File: src/design/bsfe_pkg.sv
// Package for the bounded set with oldest-first eviction.
// Holds the word types, command codes, default sizes and controller/datapath links.
// No dependencies.
package bsfe_pkg;

  localparam int DEPTH_DEFAULT     = 256;
  localparam int KEY_WIDTH_DEFAULT = 64;
  localparam int COUNT_OUT_WIDTH   = 9;

  typedef enum logic [1:0] {
    CMD_INSERT = 2'd0,
    CMD_LOOKUP = 2'd1,
    CMD_CLEAR  = 2'd2,
    CMD_TRIM   = 2'd3
  } command_t;

  typedef struct packed {
    command_t    command;
    logic [63:0] key;
  } req_t;

  typedef struct packed {
    logic                       present;
    logic                       inserted;
    logic [COUNT_OUT_WIDTH-1:0] evicted_count;
    logic [COUNT_OUT_WIDTH-1:0] entry_count;
  } rsp_t;

  // Commands from the controller to the datapath.
  typedef struct packed {
    logic start;
    logic scan;
    logic commit;
  } dp_cmd_t;

  // Status from the datapath to the controller.
  typedef struct packed {
    logic scan_done;
  } dp_status_t;

endpackage

File: src/design/bsfe_controller.sv
// Controller of the bounded set: sequences accept, scan and commit, and owns result valid.
// Depends on bsfe_pkg.
module bsfe_controller (
  input  logic                  clk,
  input  logic                  rst,
  input  logic                  req_valid,
  output logic                  req_stall,
  output logic                  rsp_valid,
  input  logic                  rsp_stall,
  input  bsfe_pkg::dp_status_t  status,
  output bsfe_pkg::dp_cmd_t     cmd
);

  typedef enum logic [1:0] {
    ST_IDLE,
    ST_SCAN,
    ST_FINISH
  } state_t;

  state_t state;

  assign req_stall  = (state != ST_IDLE);
  assign cmd.start  = req_valid && (state == ST_IDLE);
  assign cmd.scan   = (state == ST_SCAN);
  // The result register must be empty or emptying before a new word lands in it.
  assign cmd.commit = (state == ST_FINISH) && (!rsp_valid || !rsp_stall);

  always_ff @(posedge clk) begin
    if (rst) begin
      state     <= ST_IDLE;
      rsp_valid <= 1'b0;
    end else begin
      unique case (state)
        ST_IDLE: begin
          if (req_valid) begin
            state <= ST_SCAN;
          end
        end
        ST_SCAN: begin
          if (status.scan_done) begin
            state <= ST_FINISH;
          end
        end
        ST_FINISH: begin
          if (cmd.commit) begin
            state <= ST_IDLE;
          end
        end
        default: begin
          state <= ST_IDLE;
        end
      endcase
      if (cmd.commit) begin
        rsp_valid <= 1'b1;
      end else if (!rsp_stall) begin
        rsp_valid <= 1'b0;
      end
    end
  end

  a_start_idle: assert property (@(posedge clk) disable iff (rst)
    cmd.start |=> state == ST_SCAN)
    else $error("accepted word did not start a scan");

  a_commit_fills: assert property (@(posedge clk) disable iff (rst)
    cmd.commit |=> rsp_valid && state == ST_IDLE)
    else $error("commit did not present a result");

  a_no_overwrite: assert property (@(posedge clk) disable iff (rst)
    rsp_valid && rsp_stall |-> !cmd.commit)
    else $error("result overwritten while stalled");

endmodule

File: config.mk
export PLATFORM = sky130hd
export DESIGN_NAME = bsfe_controller
export DESIGN_NICKNAME = d
export VERILOG_FILES = /design/src/design/bsfe_pkg.sv /design/src/design/bsfe_controller.sv
export SDC_FILE = /design/constraint.sdc
export NUM_CORES = 1
export LEC_CHECK = 0
export CORE_AREA = 5 5 42 44
export CTS_CLUSTER_DIAMETER = 50
export DETAILED_ROUTE_END_ITERATION = 6
export DIE_AREA = 0 0 47 49
export DONT_BUFFER_PORTS = 1
export PLACE_DENSITY = 0.3
export SETUP_SLACK_MARGIN = 0.3
export SKIP_CTS_REPAIR_TIMING = 1
export SYNTH_ARGS = -nofsm -noshare
export SYNTH_HDL_FRONTEND = slang
export SYNTH_SLANG_ARGS = --single-unit
File: constraint.sdc
create_clock -name clk -period 0.8 [get_ports clk]
set_input_delay 0.04 -clock clk [delete_from_list [all_inputs] [get_ports clk]]
set_output_delay 0.04 -clock clk [all_outputs]
set_load 0.005 [all_outputs]
# --- Word-level counts from Yosys, hierarchy flattened ---
# Cells that the tools add are included.
word_totals:
  mem_count: 0
  wordCells: 22
  in_bits: 5
  mem_bits_rw: 0
  out_inout_bits: 5
  reg_bits: 3
  mem_bits_ro: 0
  latch_bits: 0
classes:
  mux: 6
  n_reduce_logical: 8
  n_div: 0
  n_mul: 0
  magnitude_cmp: 0
  bitwise: 0
  shifts: 0
  n_eq_ne: 6
  n_addsub: 0
ops:
  columns: ["operator", "count"]
  rows:
  - ["2-bit two-way mux", 3]
  - ["2-bit inequality test (second input constant)", 3]
  - ["2-bit case mux with 3 select lines", 1]
  - ["3-bit AND reduction", 1]
  - ["2-bit by 1-bit == test with 1-bit output (second input constant)", 1]
  - ["2-bit == test (second input constant)", 1]
  - ["1-bit logical AND", 2]
  - ["1-bit zero test", 2]
  - ["2-bit zero test", 1]
  - ["1-bit two-way mux", 2]
  - ["2-bit by 1-bit inequality test with 1-bit output (second input constant)", 1]
  - ["2-bit nonzero test", 1]
  - ["1-bit logical OR", 1]

# --- Depth between registers and ports, before layout ---
# Gate-level depths: netlist of run 1.
depth:
  ltp_word: 5
  mapped_depth: 2
  mapped_depth_nobuf: 2

# --- Least setup slack after synthesis of run 1 ---
# No wires, ideal clock.
synth_timing:
  path_type: "register to register"
  startpoint: "register state[0]"
  endpoint: "register state[0]"
  path_slack_ns: 0.070
  period_less_slack_ns: 0.730
  path_buffers: 0
  required_time_ns: 0.721
  setup_time_ns: 0.079
  path_stages_with_launch: 3
  arrival_time_ns: 0.651
  path_cell_list: "dfxtp_1 -> nand2b_1 -> a211oi_2"
synth_between:
  elab_chain_len: 4
  elab_cells_between_ends: 9
  classes_between: "eq/ne (5); mux (1); reduce/logical (3)"
synth_lines:
  columns: ["element", "line", "text"]
  rows:
  - ["start, declared", "bsfe_controller.sv:20", "state_t state;"]
  - ["start signal, assigned", "bsfe_controller.sv:30", "state <= ST_IDLE;"]
  - ["start signal, assigned", "bsfe_controller.sv:36", "state <= ST_SCAN;"]
  - ["start signal, assigned", "bsfe_controller.sv:41", "state <= ST_FINISH;"]
  - ["2-bit == test", "bsfe_controller.sv:26, bsfe_controller.sv:33", null]
  - ["1-bit logical AND", "bsfe_controller.sv:26", "assign cmd.commit = (state == ST_FINISH) && (!rsp_valid || !rsp_stall);"]
  - ["2-bit inequality test (no line)", null, null]
  - ["3-bit AND reduction (no line)", null, null]
# Parallel ways exist; a longest one is shown, timed or not.
# A chain may end at the register's enable or synchronous reset.

# --- Final worst setup path of run 1 ---
layout_timing:
  startpoint: "register state[1]"
  endpoint: "output req_stall"
layout_between:
  elab_chain_len: 1
layout_lines:
  columns: ["element", "line", "text"]
  rows:
  - ["2-bit nonzero test", "bsfe_controller.sv:22", "assign req_stall = (state != ST_IDLE);"]
  - ["end, declared", "bsfe_controller.sv:7", "output logic req_stall,"]
# No other way between the ends.

==> impl_metrics.env, run 1 <==
export IMPL_start_util_pct=10.4
export IMPL_arrival_ns=0.94
export IMPL_tritoncts="done"
export IMPL_vias=153
export IMPL_netlist_area_um2=146
export IMPL_rsz0062_at_grt="true"
export IMPL_fin_nets=31
export IMPL_post_route_period_util_pct=123
export IMPL_cp_slowest_cell="dfxtp_4"
export IMPL_synth_cells=17
export IMPL_ys_seq_area_share_pct=41.0
export IMPL_via_per_inst=3.73
export IMPL_die_width_um=47
export IMPL_hp_start="rst"
export IMPL_tightest_slew_ns=0.140
export IMPL_setup_ws_ns=-0.180
export IMPL_ys_warn_count=0
export IMPL_syn_to_final_growth_pct=91.5
export IMPL_cts_buffer_depth=2
export IMPL_firstDrtPassIters=1
export IMPL_max_stage_delay_ns=0.34
export IMPL_cts_buffers_inserted=3
export IMPL_synth_top_cell_by_area="dfxtp_1"
export IMPL_r2r_start="state[1]$_SDFFE_PP0P_"
export IMPL_clock_sinks=3
export IMPL_worstSkewPairLatency_ns=0.23
export IMPL_required_ns=0.76
export IMPL_outcome="finished with violations"
export IMPL_synthTopCellsByArea="dfxtp_1 41%, nand2b_1 13%, a21oi_1 10%, a211oi_2 8.5%, nand4b_1 6.0%"
export IMPL_crit_type="reg2out"
export IMPL_drv_cap=0
export IMPL_port_buffers=0
export IMPL_hold_class="in2reg"
export IMPL_die_h_um=49
export IMPL_num_rows=14
export IMPL_power_density_nw_per_um2=1780
export IMPL_antenna_found_initial=0
export IMPL_grt_overflow=0
export IMPL_ys_types=11
export IMPL_grt_pass1_wl_um=593
export IMPL_die_area_um2=2300
export IMPL_violations="negative hold slack, negative setup slack"
export IMPL_finalSetupViolations=5
export IMPL_pre_cts_slack_ns=0.0528
export IMPL_gp_routability_congestion=0.620
export IMPL_end_kind="output port"
export IMPL_drive_gt1_share_pct=72.0
export IMPL_fin_setup_tns_ns=-0.517
export IMPL_critPathTopFamily="flip-flops"
export IMPL_reg2reg_depth=3
export IMPL_drv_slew=0
export IMPL_synthesis_nets=22
export IMPL_grt_usage_pct=4.08
export IMPL_slew_headroom_pct=90.6
export IMPL_critPathLaunchType="flop"
export IMPL_holdPathStages=1
export IMPL_yosys_register_bits=3
export IMPL_cts_root_buf="clkbuf_4"
export IMPL_cp_num_buf_inv=1
export IMPL_min_period_ns=0.980
export IMPL_finalClockSkew_ns=0.00666
export IMPL_core_um2=1400
export IMPL_timing_hold_violations_final=3
export IMPL_p_leak_nw=0.104
export IMPL_clk_pin_slew_ns=0.04
export IMPL_diodes=0
export IMPL_pin_count=10
export IMPL_timing_rr_end="state[1]$_SDFFE_PP0P_"
export IMPL_final_antenna_net_count=0
export IMPL_synth_area_per_cell_um2=8.61
export IMPL_fmax_ghz=1.02
export IMPL_critPathMaxFanout=4
export IMPL_grt_max_degree=8
export IMPL_worstHoldEndpoint="rsp_valid$_SDFFE_PP0P_"
export IMPL_wl_per_cell_um=9.73
export IMPL_drt_iter0_drc=0
export IMPL_reg2reg_setup_slack_ns=0
export IMPL_whs_ns=-0.146
export IMPL_cp_cell_sequence="or2_4, buf_6"
export IMPL_first_global_vias=140
export IMPL_htreeDepth=1
export IMPL_irDropWorstVdd_mv=0.570
export IMPL_synth_top_area_share_pct=41.0
export IMPL_wl_um=399
export IMPL_drc=0
## cell type report
| type | instances | area, um2 |
|---|---|---|
| timing repair buffer | 4 | 33.8 |
| multi-input combinational | 13 | 125 |
| inverter | 1 | 3.75 |
| sequential | 3 | 71.3 |
| clock buffer | 4 | 26.3 |
| tap | 16 | 20.0 |
| fill | 167 | 1120 |
## cells by family (layout without fill, tap and decap cells)
logic type | after synthesis | count (layout) | synth area share (%)
AND/OR/NAND/NOR | 9 | 9 | 37.6
buffers and inverters | 1 | 9 | 2.56
AO/OA/AOI/OAI | 4 | 4 | 18.8
flip-flops | 3 | 3 | 41.0
## Yosys cell counts
| library cell | count |
|---|---|
| nor2_1 | 1 |
| dfxtp_1 | 3 |
| a21oi_1 | 3 |
| nor2b_1 | 1 |
| nand4b_1 | 1 |
| or2_1 | 1 |
| inv_1 | 1 |
| nand2b_1 | 3 |
| a211oi_2 | 1 |
| nand2_1 | 1 |
| nand3b_1 | 1 |
## flip-flops by register name, indices dropped and copies added, names as in the netlist
| name | flops |
|---|---|
| state | 2 |
| rsp_valid | 1 |
## worst register-to-register path, stage by stage, from the launching register on
cell	delay [ns]
dfxtp_4	0.34
buf_4	0.13
nand3b_1	0.15
a21oi_1	0.11
## layout by cell type (no fill, tap or decap), drive strengths merged
cell type  count
a211oi         1
a21oi          3
buf            4
clkbuf         4
dfxtp          3
inv            1
nand2          1
nand2b         3
nand3b         1
nand4b         1
nor2           1
nor2b          1
or2            1
## per-stage QoR
step                total power, mW  utilization [%]  instance area (um2)  cells
finish                        0.500             20.0                  280     41
global route                  0.541             20.0                  280     41
CTS                           0.489             15.4                  216     38
detailed placement            0.215             13.6                  190     34
global placement              0.215             13.6                  190     34
floorplan                     0.203                -                  163     17
## how the worst max path moves through the flow
stage	startpoint	to	slack [ns]	cells past startpoint
after global routing	state[1]$_SDFFE_PP0P_	req_stall	-0.22	2
final	state[1]$_SDFFE_PP0P_	req_stall	-0.18	2
after detailed placement	state[0]$_SDFFE_PP0P_	cmd[2]	0.05	2
after global placement	state[0]$_SDFFE_PP0P_	cmd[2]	0.06	2
after floorplan	state[0]$_SDFFE_PP0P_	cmd[2]	0.08	2
after CTS	state[0]$_SDFFE_PP0P_	cmd[2]	-0.20	2
## power breakdown
| part | internal [mW] | switching, mW |
|---|---|---|
| Clock | 0.187 | 0.0792 |
| Combinational | 0.0480 | 0.0229 |
| Sequential | 0.152 | 0.0102 |
| Total | 0.387 | 0.112 |
## layer usage
metal  global-route usage [%]  part of all wire, %
met4                     2.76                    0
met3                     5.90                   21
met2                     2.71                   32
met1                     5.25                   47
met5                        0                    0
Power figures use the tool's default switching activity.
==> inputs of run 2 (changes only) <==
--- a/config.mk
+++ b/config.mk
@@ -10,7 +10,7 @@
 export DETAILED_ROUTE_END_ITERATION = 6
 export DIE_AREA = 0 0 47 49
 export DONT_BUFFER_PORTS = 1
-export PLACE_DENSITY = 0.3
+export PLACE_DENSITY_LB_ADDON = 0.15
 export SETUP_SLACK_MARGIN = 0.3
 export SKIP_CTS_REPAIR_TIMING = 1
 export SYNTH_ARGS = -nofsm -noshare
==> impl_metrics.env, run 2 (same netlist as run 1, synthesis figures left out) <==
export IMPL_outcome="finished with violations"
export IMPL_crit_type="reg2out"
export IMPL_cp_cell_sequence="or2_1, buf_4"
export IMPL_drv_slew=0
export IMPL_via_per_inst=3.62
export IMPL_fin_nets=32
export IMPL_largestRegisters="state: 2 flops, rsp_valid: 1 flops"
export IMPL_vias=152
export IMPL_num_rows=14
export IMPL_hold_class="in2reg"
export IMPL_cp_num_buf_inv=1
export IMPL_required_ns=0.76
export IMPL_die_width_um=47
export IMPL_diodes=0
export IMPL_p_leak_nw=0.107
export IMPL_final_cells=42
export IMPL_tritoncts="done"
export IMPL_clk_pin_slew_ns=0.03
export IMPL_n_fill_cell=171
export IMPL_timing_hold_violations_final=3
export IMPL_p_total_uw=487
export IMPL_min_period_ns=0.991
export IMPL_finalClockSkew_ns=0.000161
export IMPL_wl_um=420
export IMPL_ff_latch_area_um2=71.3
export IMPL_power_density_nw_per_um2=1770
export IMPL_worstSkewPairLatency_ns=0.23
export IMPL_htreeDepth=1
export IMPL_setup_ws_ns=-0.191
export IMPL_antenna_found_initial=0
export IMPL_gp_routability_congestion=0.535
export IMPL_clock_sinks=3
export IMPL_drv_cap=0
export IMPL_drc=0
export IMPL_die_area_um2=2300
export IMPL_dp_cells=34
export IMPL_tightest_slew_ns=0.141
export IMPL_cts_buffer_depth=2
export IMPL_rsz0062_at_grt="true"
export IMPL_cp_slowest_cell="dfxtp_4"
export IMPL_port_buffers=0
export IMPL_drt_iter0_drc=0
export IMPL_critPathTopFamily="flip-flops"
export IMPL_final_antenna_net_count=0
export IMPL_final_common_cell="buf_4"
export IMPL_die_h_um=49
export IMPL_firstDrtPassIters=1
export IMPL_pin_count=10
export IMPL_core_um2=1400
export IMPL_end_kind="output port"
export IMPL_critPathLaunchType="flop"
export IMPL_critPathMaxFanout=5
export IMPL_first_global_vias=157
export IMPL_largest_reg_flops=2
export IMPL_drive_gt1_share_pct=69.2
export IMPL_final_cell_mix="5 x buf_4, 3 x a21oi_2, 3 x clkbuf_4, 3 x dfxtp_4, 2 x nand2b_4"
export IMPL_post_dp_hpwl_um=318
export IMPL_start_util_pct=10.4
export IMPL_grt_overflow=0
export IMPL_top_register="state"
export IMPL_cts_root_buf="clkbuf_4"
export IMPL_slew_headroom_pct=90.6
export IMPL_max_stage_delay_ns=0.34
export IMPL_wl_per_cell_um=10.0
export IMPL_multi_input_area_um2=116
export IMPL_cts_buffers_inserted=3
export IMPL_pre_cts_slack_ns=0.0227
export IMPL_arrival_ns=0.95
export IMPL_wl_met1_um=158
export IMPL_post_route_period_util_pct=124
export IMPL_fmax_ghz=1.01
export IMPL_syn_to_final_growth_pct=88.0
export IMPL_wl_met2_um=184
export IMPL_wl_met3_um=76
export IMPL_finalSetupViolations=5
export IMPL_whs_ns=-0.143
export IMPL_violations="negative hold slack, negative setup slack"
export IMPL_irDropWorstVdd_mv=0.436
export IMPL_grt_max_degree=8
export IMPL_top_layer="met3"
export IMPL_grt_pass1_wl_um=662
export IMPL_grt_usage_pct=4.36
export IMPL_fin_setup_tns_ns=-0.531
## run 2: final timing paths
kind	startpoint	to	slack, ns	depth (start not counted)
hold reg to reg	rsp_valid$_SDFFE_PP0P_	rsp_valid$_SDFFE_PP0P_	0.50	2
setup / recovery	state[1]$_SDFFE_PP0P_	req_stall	-0.19	2
setup reg to reg	state[1]$_SDFFE_PP0P_	state[1]$_SDFFE_PP0P_	0	3
hold / removal	rst	state[1]$_SDFFE_PP0P_	-0.14	1
## run 2: layout make-up
type | count | area share, %
flip-flops and latches | 3 | 25.9
clock buffers | 4 | 9.55
well taps | 16 | 7.27
inverters | 1 | 1.36
repair buffers | 5 | 13.6
multi-input cells | 13 | 42.3
## run 2: through the flow
stage	util, %	area [um2]	hold slack, ns
floorplan	-	163	0.0973
global placement	13.6	190	0.0995
detailed placement	13.6	190	0.104
CTS	15.4	216	-0.142
global route	19.6	275	-0.156
finish	19.6	275	-0.143
## run 2: routing by layer
layer  vias up  GRT usage, %
li1         75             -
met1        67          4.60
met2        10          4.98
met3         0          2.58
met4         0          5.53
met5         -             0
## run 2: worst register-to-register path, delay by kind of cell (launching register included)
| kind | cells | cell delay [ns] |
|---|---|---|
| and+or+nand+nor | 1 | 0.16 |
| buffers and inverters | 1 | 0.13 |
| DFF | 1 | 0.34 |
| AOI/OAI and AO/OA | 1 | 0.11 |
## run 2: power breakdown
group | total [mW] | internal (mW) | switching [mW]
registers | 0.163 | 0.153 | 0.0105
clock network | 0.262 | 0.187 | 0.0749
logic | 0.0622 | 0.0418 | 0.0204
==> inputs of run 3 (changes only) <==
--- a/config.mk
+++ b/config.mk
@@ -5,6 +5,8 @@
 export SDC_FILE = /design/constraint.sdc
 export NUM_CORES = 1
 export LEC_CHECK = 0
+export CELL_PAD_IN_SITES_DETAIL_PLACEMENT = 0
+export CELL_PAD_IN_SITES_GLOBAL_PLACEMENT = 1
 export CORE_AREA = 5 5 42 44
 export CTS_CLUSTER_DIAMETER = 50
 export DETAILED_ROUTE_END_ITERATION = 6
==> impl_metrics.env, run 3 (same netlist as run 1, synthesis figures left out) <==
export IMPL_clock_sinks=3
export IMPL_irDropWorstVdd_mv=0.584
export IMPL_rsz0062_at_grt="true"
export IMPL_p_leak_nw=0.0796
export IMPL_switchingPower_uw=102
export IMPL_final_cell_mix="3 x clkbuf_4, 2 x nand2b_1, 2 x a21oi_2, 2 x dfxtp_4"
export IMPL_violations="negative hold slack, negative setup slack"
export IMPL_required_ns=0.76
export IMPL_die_h_um=49
export IMPL_cts_root_buf="clkbuf_4"
export IMPL_comb_power_share_pct=9.4
export IMPL_antenna_found_initial=0
export IMPL_htreeDepth=1
export IMPL_min_period_ns=0.987
export IMPL_port_buffers=0
export IMPL_core_um2=1400
export IMPL_drc=0
export IMPL_setup_ws_ns=-0.187
export IMPL_wl_um=363
export IMPL_finalSetupViolations=3
export IMPL_top_register="state"
export IMPL_arrival_ns=0.95
export IMPL_drive_gt1_share_pct=54.5
export IMPL_wl_per_cell_um=9.55
export IMPL_critPathTopFamily="flip-flops"
export IMPL_placed_cell_area_um2=190
export IMPL_crit_type="reg2out"
export IMPL_critPathMaxFanout=7
export IMPL_end_kind="output port"
export IMPL_ff_latch_area_um2=68.8
export IMPL_diodes=0
export IMPL_max_stage_delay_ns=0.33
export IMPL_fin_setup_tns_ns=-0.487
export IMPL_cts_buffers_inserted=3
export IMPL_n_fill_cell=173
export IMPL_final_cell_area_um2=226
export IMPL_via_per_inst=3.63
export IMPL_drv_cap=0
export IMPL_vias=138
export IMPL_syn_to_final_growth_pct=54.7
export IMPL_pre_cts_slack_ns=0.0485
export IMPL_intPower_uw=369
export IMPL_fmax_ghz=1.01
export IMPL_cp_num_buf_inv=1
export IMPL_fin_nets=28
export IMPL_p_total_uw=471
export IMPL_cts_buffer_depth=2
export IMPL_power_frac_seq_pct=34.7
export IMPL_critPathLaunchType="flop"
export IMPL_finalClockSkew_ns=0.00388
export IMPL_slew_headroom_pct=90.9
export IMPL_grt_max_degree=8
export IMPL_drt_iter0_drc=3
export IMPL_cp_slowest_cell="dfxtp_2"
export IMPL_largest_reg_flops=2
export IMPL_start_util_pct=10.4
export IMPL_timing_hold_violations_final=3
export IMPL_pin_count=10
export IMPL_final_common_cell="clkbuf_4"
export IMPL_multi_input_area_um2=100
export IMPL_utilization_pct=16.2
export IMPL_largestRegisters="state: 2 flops, rsp_valid: 1 flops"
export IMPL_drv_slew=0
export IMPL_num_rows=14
export IMPL_grt_overflow=0
export IMPL_grt_pass1_wl_um=558
export IMPL_outcome="finished with violations"
export IMPL_gp_routability_congestion=0.554
export IMPL_power_density_nw_per_um2=2080
export IMPL_firstDrtPassIters=2
export IMPL_tritoncts="done"
export IMPL_hold_class="in2reg"
export IMPL_cp_cell_sequence="or2_1, buf_4"
export IMPL_tightest_slew_ns=0.136
export IMPL_die_area_um2=2300
export IMPL_dp_cells=34
export IMPL_whs_ns=-0.141
export IMPL_first_global_vias=137
export IMPL_power_switching_share_pct=21.6
export IMPL_clockPowerShare_pct=55.9
export IMPL_die_width_um=47
export IMPL_final_antenna_net_count=0
export IMPL_post_route_period_util_pct=123
export IMPL_grt_usage_pct=3.79
export IMPL_worstSkewPairLatency_ns=0.23
export IMPL_clk_pin_slew_ns=0.04
export IMPL_final_cells=38
run 3: layout make-up:
class                           count  share of cell area [%]
Tap cell                           16                    8.84
Timing Repair Buffer                1                    3.31
Inverter                            1                    1.66
Multi-Input combinational cell     13                    44.2
Clock buffer                        4                    11.6
Sequential cell                     3                    30.4
run 3: metal layers:
layer  GRT usage, %  share of wire (%)  vias to the layer above
met5              0                  0                        -
li1               -                  -                       68
met1           3.93                 45                       59
met2           3.62                 36                        9
met3           2.95                 13                        2
met4           5.53                4.7                        0
run 3: power by group through the flow:
stage                     Combinational, mW  Clock, mW  Sequential, mW
final                                0.0444      0.263           0.163
after global routing                 0.0478      0.304           0.165
after CTS                            0.0452      0.283           0.168
after detailed placement             0.0451          0           0.171
after global placement               0.0447          0           0.171
after floorplan                      0.0343          0           0.168
run 3: final timing paths:
check | slack [ns] | end | cells after the start | start
worst max-delay path | -0.19 | req_stall | 2 | state[0]$_SDFFE_PP0P_
worst min-delay path | -0.14 | state[0]$_SDFFE_PP0P_ | 1 | rst
worst max register to register | 0.05 | state[0]$_SDFFE_PP0P_ | 2 | state[0]$_SDFFE_PP0P_
worst min register to register | 0.44 | state[0]$_SDFFE_PP0P_ | 1 | state[1]$_SDFFE_PP0P_
